--- src/gngi_pkg.sv ---
// Shared constants, types and helpers for the grid neighbor / ghost index block.
package gngi_pkg;

  localparam int MAX_SIDE  = 4096;
  localparam int POS_W     = $clog2(MAX_SIDE);      // x / y position width
  localparam int SIDE_W    = POS_W + 1;             // clamped side, 1..MAX_SIDE
  localparam int CFG_W     = 13;
  localparam int CFG_IDX_W = 1;
  localparam int IDX_W     = 24;
  localparam int NBR_W     = 25;
  localparam int DIV_W     = IDX_W + 1;             // shifted divisor / trial difference
  localparam int DIV_STEPS = POS_W;                 // quotient bits (k div side < MAX_SIDE)
  localparam int STEP_W    = $clog2(DIV_STEPS);
  localparam int STAGES    = DIV_STEPS + 3;         // input, divide steps, multiply, output

  localparam logic [CFG_IDX_W-1:0] REG_COLUMNS = 1'b0;
  localparam logic [CFG_IDX_W-1:0] REG_ROWS    = 1'b1;
  localparam logic [CFG_W-1:0]     SIDE_RESET  = 13'd64;

  // grid geometry derived from the two side registers
  typedef struct packed {
    logic [SIDE_W-1:0] nx;
    logic [SIDE_W-1:0] ny;
    logic [NBR_W-1:0]  total;
    logic [NBR_W-1:0]  base_s;
    logic [NBR_W-1:0]  base_e;
    logic [NBR_W-1:0]  base_w;
  } geom_t;

  // item state through the two parallel restoring dividers
  typedef struct packed {
    logic [IDX_W-1:0] k;
    logic [IDX_W-1:0] rx;
    logic [POS_W-1:0] qx;
    logic [IDX_W-1:0] ry;
    logic [POS_W-1:0] qy;
  } div_t;

  function automatic logic [SIDE_W-1:0] side_clamp(input logic [CFG_W-1:0] v);
    logic [31:0] w;
    w = 32'(v);
    if (w == 32'd0) return SIDE_W'(1);
    if (w > 32'(MAX_SIDE)) return SIDE_W'(MAX_SIDE);
    return SIDE_W'(w);
  endfunction

endpackage

--- src/grid_neighbor_ghost_index.sv ---
// Top level: pipelined grid neighbor and ghost cell index generator.
//
//   channel  direction  handshake              beat contents
//   in       input      in_valid / in_stall    cell_index
//   out      output     out_valid / out_stall  neighbors, transposes, x/y, index_error
//   cfg      input      cfg_write              cfg_index, cfg_data (0 columns, 1 rows)
//
// One beat per cycle sustained while out_stall is low; stages from input to output register:
// input register, 12 divide steps for k div/mod columns and rows, multiply, output.
// The divide step chain sets the depth: one quotient bit per stage.
// Reset sets columns and rows to 64 and empties the pipeline.
// A stall on the output holds the last stage; earlier stages keep filling bubbles,
// and in_stall rises only when every stage holds a beat.
module grid_neighbor_ghost_index (
  input  logic                           clk,
  input  logic                           rst,
  input  logic                           cfg_write,
  input  logic [gngi_pkg::CFG_IDX_W-1:0] cfg_index,
  input  logic [gngi_pkg::CFG_W-1:0]     cfg_data,
  input  logic                           in_valid,
  output logic                           in_stall,
  input  logic [gngi_pkg::IDX_W-1:0]     cell_index,
  output logic                           out_valid,
  input  logic                           out_stall,
  output logic [gngi_pkg::NBR_W-1:0]     east_neighbor,
  output logic [gngi_pkg::NBR_W-1:0]     west_neighbor,
  output logic [gngi_pkg::NBR_W-1:0]     north_neighbor,
  output logic [gngi_pkg::NBR_W-1:0]     south_neighbor,
  output logic [gngi_pkg::IDX_W-1:0]     transposed_index,
  output logic [gngi_pkg::IDX_W-1:0]     reverse_transposed_index,
  output logic [gngi_pkg::POS_W-1:0]     x_position,
  output logic [gngi_pkg::POS_W-1:0]     y_position,
  output logic                           index_error
);
  import gngi_pkg::*;

  geom_t            geom;
  logic [STAGES-1:0] v;
  logic [STAGES-1:0] adv;
  logic [IDX_W-1:0]  k0;
  div_t              dstage [DIV_STEPS+1];

  gngi_cfg u_cfg (
    .clk       (clk),
    .rst       (rst),
    .cfg_write (cfg_write),
    .cfg_index (cfg_index),
    .cfg_data  (cfg_data),
    .geom      (geom)
  );

  // a stage moves when it is empty or the stage after it moves
  always_comb begin
    adv[STAGES-1] = !v[STAGES-1] || !out_stall;
    for (int i = STAGES - 2; i >= 0; i--) begin
      adv[i] = !v[i] || adv[i+1];
    end
  end

  assign in_stall  = !adv[0];
  assign out_valid = v[STAGES-1];

  always_ff @(posedge clk) begin
    if (rst) begin
      v <= '0;
    end else begin
      if (adv[0]) begin
        v[0] <= in_valid;
      end
      for (int i = 1; i < STAGES; i++) begin
        if (adv[i]) begin
          v[i] <= v[i-1];
        end
      end
    end
  end

  always_ff @(posedge clk) begin
    if (adv[0]) begin
      k0 <= cell_index;
    end
  end

  assign dstage[0] = '{k: k0, rx: k0, qx: '0, ry: k0, qy: '0};

  for (genvar s = 0; s < DIV_STEPS; s++) begin : g_div
    gngi_div_step u_step (
      .clk     (clk),
      .en      (adv[s+1]),
      .bit_pos (STEP_W'(DIV_STEPS - 1 - s)),
      .nx      (geom.nx),
      .ny      (geom.ny),
      .d_in    (dstage[s]),
      .d_out   (dstage[s+1])
    );
  end

  gngi_tail u_tail (
    .clk                      (clk),
    .en_mul                   (adv[DIV_STEPS+1]),
    .en_out                   (adv[DIV_STEPS+2]),
    .geom                     (geom),
    .d_in                     (dstage[DIV_STEPS]),
    .east_neighbor            (east_neighbor),
    .west_neighbor            (west_neighbor),
    .north_neighbor           (north_neighbor),
    .south_neighbor           (south_neighbor),
    .transposed_index         (transposed_index),
    .reverse_transposed_index (reverse_transposed_index),
    .x_position               (x_position),
    .y_position               (y_position),
    .index_error              (index_error)
  );

  // input backpressure only when the whole pipe is full and the output is held
  a_stall_full: assert property (@(posedge clk) disable iff (rst)
    in_stall |-> ((&v) && out_stall))
    else $error("in_stall raised with room in the pipeline");

  // an accepted beat always lands in the input stage
  a_accept_lands: assert property (@(posedge clk) disable iff (rst)
    (in_valid && !in_stall) |=> v[0])
    else $error("accepted beat lost at the input stage");

  // out-of-range beats carry zero in every other field
  a_error_zero: assert property (@(posedge clk) disable iff (rst)
    (out_valid && index_error) |->
      (east_neighbor == '0 && west_neighbor == '0 && north_neighbor == '0 &&
       south_neighbor == '0 && transposed_index == '0 &&
       reverse_transposed_index == '0 && x_position == '0 && y_position == '0))
    else $error("error beat with nonzero fields");

  // a beat that leaves the last divide step moves into the multiply stage
  a_mul_fill: assert property (@(posedge clk) disable iff (rst)
    (v[DIV_STEPS] && adv[DIV_STEPS+1]) |=> v[DIV_STEPS+1])
    else $error("beat dropped between divide and multiply stages");

endmodule

--- src/gngi_cfg.sv ---
// Side registers and the grid geometry derived from them.
module gngi_cfg (
  input  logic                           clk,
  input  logic                           rst,
  input  logic                           cfg_write,
  input  logic [gngi_pkg::CFG_IDX_W-1:0] cfg_index,
  input  logic [gngi_pkg::CFG_W-1:0]     cfg_data,
  output gngi_pkg::geom_t                geom
);
  import gngi_pkg::*;

  logic [CFG_W-1:0]  columns;
  logic [CFG_W-1:0]  rows;
  logic [SIDE_W-1:0] nx;
  logic [SIDE_W-1:0] ny;
  logic [NBR_W-1:0]  total;
  logic [NBR_W-1:0]  base_s;
  logic [NBR_W-1:0]  base_e;
  logic [NBR_W-1:0]  base_w;

  always_ff @(posedge clk) begin
    if (rst) begin
      columns <= SIDE_RESET;
      rows    <= SIDE_RESET;
    end else if (cfg_write) begin
      unique case (cfg_index)
        REG_COLUMNS: columns <= cfg_data;
        REG_ROWS:    rows    <= cfg_data;
      endcase
    end
  end

  assign nx = side_clamp(columns);
  assign ny = side_clamp(rows);

  // ghost bases settle after a write, well before a beat needs them
  always_ff @(posedge clk) begin
    total  <= NBR_W'(nx) * NBR_W'(ny);
    base_s <= total + NBR_W'(nx);
    base_e <= total + (NBR_W'(nx) << 1);
    base_w <= base_e + NBR_W'(ny);
  end

  always_comb begin
    geom.nx     = nx;
    geom.ny     = ny;
    geom.total  = total;
    geom.base_s = base_s;
    geom.base_e = base_e;
    geom.base_w = base_w;
  end

endmodule

--- src/gngi_div_step.sv ---
// One registered restoring-division step for both the column and row divisors.
module gngi_div_step (
  input  logic                        clk,
  input  logic                        en,
  input  logic [gngi_pkg::STEP_W-1:0] bit_pos,
  input  logic [gngi_pkg::SIDE_W-1:0] nx,
  input  logic [gngi_pkg::SIDE_W-1:0] ny,
  input  gngi_pkg::div_t              d_in,
  output gngi_pkg::div_t              d_out
);
  import gngi_pkg::*;

  logic [DIV_W-1:0] dsh_x;
  logic [DIV_W-1:0] dsh_y;
  logic [DIV_W-1:0] sub_x;
  logic [DIV_W-1:0] sub_y;
  logic             take_x;
  logic             take_y;
  div_t             d_next;

  always_comb begin
    dsh_x  = DIV_W'(nx) << bit_pos;
    dsh_y  = DIV_W'(ny) << bit_pos;
    sub_x  = {1'b0, d_in.rx} - dsh_x;
    sub_y  = {1'b0, d_in.ry} - dsh_y;
    take_x = {1'b0, d_in.rx} >= dsh_x;
    take_y = {1'b0, d_in.ry} >= dsh_y;

    d_next = d_in;
    if (take_x) begin
      d_next.rx          = sub_x[IDX_W-1:0];
      d_next.qx[bit_pos] = 1'b1;
    end
    if (take_y) begin
      d_next.ry          = sub_y[IDX_W-1:0];
      d_next.qy[bit_pos] = 1'b1;
    end
  end

  always_ff @(posedge clk) begin
    if (en) begin
      d_out <= d_next;
    end
  end

endmodule

--- src/gngi_tail.sv ---
// Multiply stage and output stage: transposes, neighbors, range check.
module gngi_tail (
  input  logic                       clk,
  input  logic                       en_mul,
  input  logic                       en_out,
  input  gngi_pkg::geom_t            geom,
  input  gngi_pkg::div_t             d_in,
  output logic [gngi_pkg::NBR_W-1:0] east_neighbor,
  output logic [gngi_pkg::NBR_W-1:0] west_neighbor,
  output logic [gngi_pkg::NBR_W-1:0] north_neighbor,
  output logic [gngi_pkg::NBR_W-1:0] south_neighbor,
  output logic [gngi_pkg::IDX_W-1:0] transposed_index,
  output logic [gngi_pkg::IDX_W-1:0] reverse_transposed_index,
  output logic [gngi_pkg::POS_W-1:0] x_position,
  output logic [gngi_pkg::POS_W-1:0] y_position,
  output logic                       index_error
);
  import gngi_pkg::*;

  localparam int PROD_W = POS_W + SIDE_W;

  // multiply stage registers
  logic [IDX_W-1:0] k;
  logic [POS_W-1:0] x;
  logic [POS_W-1:0] y;
  logic [POS_W-1:0] qy;
  logic [IDX_W-1:0] prod_t;
  logic [IDX_W-1:0] prod_r;
  logic             err;
  logic             last_col;
  logic             first_col;
  logic             top_row;
  logic             bot_row;

  logic [POS_W-1:0]  x_in;
  logic [POS_W-1:0]  ry_in;
  logic [PROD_W-1:0] prod_t_full;
  logic [PROD_W-1:0] prod_r_full;

  always_comb begin
    x_in        = d_in.rx[POS_W-1:0];
    ry_in       = d_in.ry[POS_W-1:0];
    prod_t_full = PROD_W'(ry_in) * PROD_W'(geom.nx);
    prod_r_full = PROD_W'(x_in) * PROD_W'(geom.ny);
  end

  always_ff @(posedge clk) begin
    if (en_mul) begin
      k         <= d_in.k;
      x         <= x_in;
      y         <= d_in.qx;
      qy        <= d_in.qy;
      prod_t    <= prod_t_full[IDX_W-1:0];
      prod_r    <= prod_r_full[IDX_W-1:0];
      err       <= {1'b0, d_in.k} >= geom.total;
      last_col  <= {1'b0, x_in} == geom.nx - SIDE_W'(1);
      first_col <= x_in == '0;
      top_row   <= {1'b0, d_in.qx} == geom.ny - SIDE_W'(1);
      bot_row   <= d_in.qx == '0;
    end
  end

  logic [NBR_W-1:0] k_w;
  logic [NBR_W-1:0] east_next;
  logic [NBR_W-1:0] west_next;
  logic [NBR_W-1:0] north_next;
  logic [NBR_W-1:0] south_next;

  always_comb begin
    k_w        = NBR_W'(k);
    east_next  = last_col  ? geom.base_e + NBR_W'(y) : k_w + NBR_W'(1);
    west_next  = first_col ? geom.base_w + NBR_W'(y) : k_w - NBR_W'(1);
    north_next = top_row   ? geom.total  + NBR_W'(x) : k_w + NBR_W'(geom.nx);
    south_next = bot_row   ? geom.base_s + NBR_W'(x) : k_w - NBR_W'(geom.nx);
  end

  // out-of-range beats carry only the error flag
  always_ff @(posedge clk) begin
    if (en_out) begin
      index_error <= err;
      if (err) begin
        east_neighbor            <= '0;
        west_neighbor            <= '0;
        north_neighbor           <= '0;
        south_neighbor           <= '0;
        transposed_index         <= '0;
        reverse_transposed_index <= '0;
        x_position               <= '0;
        y_position               <= '0;
      end else begin
        east_neighbor            <= east_next;
        west_neighbor            <= west_next;
        north_neighbor           <= north_next;
        south_neighbor           <= south_next;
        transposed_index         <= prod_t + IDX_W'(qy);
        reverse_transposed_index <= prod_r + IDX_W'(y);
        x_position               <= x;
        y_position               <= y;
      end
    end
  end

endmodule

--- config.mk ---
export PLATFORM = sky130hd
export DESIGN_NAME = grid_neighbor_ghost_index
export DESIGN_NICKNAME = d
export VERILOG_FILES = /design/src/gngi_pkg.sv /design/src/grid_neighbor_ghost_index.sv /design/src/gngi_cfg.sv /design/src/gngi_div_step.sv /design/src/gngi_tail.sv
export SDC_FILE = /design/constraint.sdc
export NUM_CORES = 2
export LEC_CHECK = 0
export BUFFER_PORTS_ARGS = -buffer_cell sky130_fd_sc_hd__buf_2
export CELL_PAD_IN_SITES_DETAIL_PLACEMENT = 1
export CELL_PAD_IN_SITES_GLOBAL_PLACEMENT = 2
export CORE_MARGIN = 3
export CORE_UTILIZATION = 25
export DETAILED_ROUTE_END_ITERATION = 8
export PLACE_DENSITY = 0.62
export SYNTH_ARGS = -nofsm -noshare
export SYNTH_HDL_FRONTEND = slang
export SYNTH_HIERARCHICAL = 1
export SYNTH_SLANG_ARGS = --single-unit
--- constraint.sdc ---
create_clock -name clk -period 9.45 [get_ports clk]
set_input_delay 1.4175 -clock clk [delete_from_list [all_inputs] [get_ports clk]]
set_output_delay 1.4175 -clock clk [all_outputs]
set_load 0.005 [all_outputs]
==> key figures <==
Finish
  • Commonest cells after routing, fill and taps aside: nand2_1 (1,446), edfxtp_1 (1,438), ha_1 (953), nor2_1 (929), a21oi_1 (859)
  • Nets: 14,800
  • Fin area: 144,000 sq um
  • Post-layout instance count excluding filler cells: 20,300
  • Fill cell count: 59,000
  • Commonest non-fill, non-tap cell in the layout: nand2_1
  • Layout area overhead: 11.5%
  • Share of cells above drive strength 1: 0.102

STA
  • Min Hold Slack: 0.403 ns
  • Final hold violations: 0
  • Final setup viols: 0
  • Final Max Tran Viols: 0
  • Layout Skew: roughly 0.052 ns
  • Worst setup margin: approximately 2.5 ns
  • RSZ-0062 raised after global routing: no
  • Tcrit/Tclk final: 0.733
  • Worst-Margin Slew: 1.14 ns
  • Setup_tns: 0 ns
  • Post-layout min period: 6.93 ns
  • Max_slew headroom: 0.242
  • FMAX: 0.144 GHz

Global route
  • Initial antenna violation count: 38
  • GRT Resource Usage Total: 0.176
  • Vias in the first global route: approximately 100k
  • Pin count of the biggest net entering global routing: 120
  • Grt ovf: 0
  • First-pass GRT wire length: about 700,000 microns

Floorplanning
  • Initial Util: 0.251
  • Die Y: 724 microns
  • Core Box Area: 513,000 sq um
  • Die Wd: 724 microns
  • Ports: 218
  • Die Area: roughly 520,000 sq um
  • Row count: 263

Routing
  • Final WL: 475,000 microns
  • Drt initial violations: 7,336
  • Vias: 102,000
  • Drt via density: between 5 and 6
  • Routed len/inst: between 20 and 25 microns
  • Final ANT Viol Nets: 0
  • Drt drc: 0
  • Pre-Repair DR Iteration Count: 5

Place
  • Hpwl dp: 371,000 microns
  • Placed Area: 137,000 sq um
  • Port Buffer Count: 217
  • RD Place Congestion: 0.850
  • Placed instance count: 20,000
  • Pre-CTS WS: 2.52 ns

Status
  • Status: complete, no violations

Setup path
  • R2R setup slack: around 2.5 ns
  • CP Data Arrival Time: roughly 7.6 ns
  • Crit Path Class: reg -> reg
  • Worst R2R Start: u_cfg/columns[12]
  • Worst EP required: 10.09 ns
  • FF-to-FF End: u_tail/prod_t[23]
  • Worst Setup End Kind: flop
  • Worst-path fanout max: 46
  • Worst R2R Path Depth: 19
  • CP Launch Type: flop

Synth
  • Synth Cell Area: 129,000 sq um
  • Synth warn: 6
  • Mapped Cells: 13,400
  • Syn Area/Cell: 9.65 sq um

Min path
  • Hold Path End: g_div[8].u_step/d_out[78]
  • Worst Hold Launch: g_div[7].u_step/d_out[78]
  • Hold WC Path Type: reg -> reg
  • Worst hold path depth: 0

Clock tree
  • TritonCTS Buffers: 188
  • Clock tree buffer depth: 4
  • Clock transition at the register clock pins on the worst setup and hold paths after CTS: about 0.06 ns
  • Setup Buffers After CTS: 0
  • TritonCTS clock tree: done
  • Clock Latency Late Sink: 0.92 ns
  • CTS Hold Bufs: 0
  • Sink Count: around 1,600
  • Root Buffer: clkbuf_16
  • Post_cts resized: 0
  • H-tree levels: 4

Run
  • Max-Cap Viols: 0

Pwr
  • Worst vdd ir: 0.161 mV
  • Pleak: about 57 nW
  • P per Cell Area: 299 nW/um^2
-- how the worst max path moves through the flow --
stage / slack, ns / end / startpoint
3_3_place_gp: 2.56 / u_tail/prod_t[23] / u_cfg/columns[12]
6_report: 2.52 / u_tail/prod_t[23] / u_cfg/columns[12]
2_1_floorplan: 2.82 / u_tail/prod_r[22] / u_cfg/rows[4]
3_5_place_dp: 2.52 / u_tail/prod_t[23] / u_cfg/columns[12]
4_1_cts: 2.48 / u_tail/prod_t[23] / u_cfg/columns[12]
5_1_grt: 2.13 / u_tail/prod_t[23] / u_cfg/columns[12]
-- registers in the layout, summed over array words and instances, names as in the netlist, 25 cells and up --
register and flops:
u_cfg/base_e 25, g_div.u_step/d_out 1128, u_tail/east_neighbor 25, u_tail/north_neighbor 25, u_tail/west_neighbor 25, u_cfg/total 25, u_tail/south_neighbor 25, u_cfg/base_w 25
u_cfg/base_s 25
-- area by class of cell --
cell class                 count  area (sq um)  area share
sequential                  1579         46000       0.320
tap                         6757          8450      0.0589
clock buffer                 224          5010      0.0349
antenna                        7          17.5    0.000122
timing repair buffer         345          2110      0.0147
clock inverter               117          1290     0.00899
inverter                     829          3140      0.0219
multi-input combinational  10500         77600       0.540
-- power breakdown --
| part | leakage [nW] | internal, mW | total [mW] | switching (mW) |
|---|---|---|---|---|
| clock network | 3.02 | 4.34 | 7.59 | 3.25 |
| logic | 37.5 | 9.20 | 22.7 | 13.5 |
| registers | 16.6 | 10.6 | 12.6 | 2.07 |
| total | 57.1 | 24.1 | 43.0 | 18.8 |
-- metal layers --
metal	global-route usage	share of wire	vias up
met2	0.280	0.45	2027
met1	0.258	0.49	50900
met5	0	0	-
met4	0.0348	0.021	0
li1	-	-	48300
met3	0.0178	0.043	413
-- critical path, cell delays in order (launching register included) --
cell and delay (ns):
dfxtp_4 0.76, nand2b_1 0.40, clkinv_2 0.69, and2_1 0.46, fa_1 0.50, fa_1 0.57
fa_1 0.43, fa_1 0.49, inv_1 0.05, fa_1 0.48, inv_1 0.04, ha_1 0.35
a21o_1 0.18, a21oi_1 0.17, o21ai_0 0.11, a21oi_1 0.26, o21ai_0 0.15, a211o_1 0.28
a21oi_1 0.17, xnor2_1 0.08
-- metrics by stage --
step,power [mW],util
after floorplan,28.4,-
after global placement,35.3,0.267
after detailed placement,35.3,0.267
after CTS,43.2,0.280
after global routing,46.3,0.280
final,43.0,0.280
(Power assumes the default switching activity.)
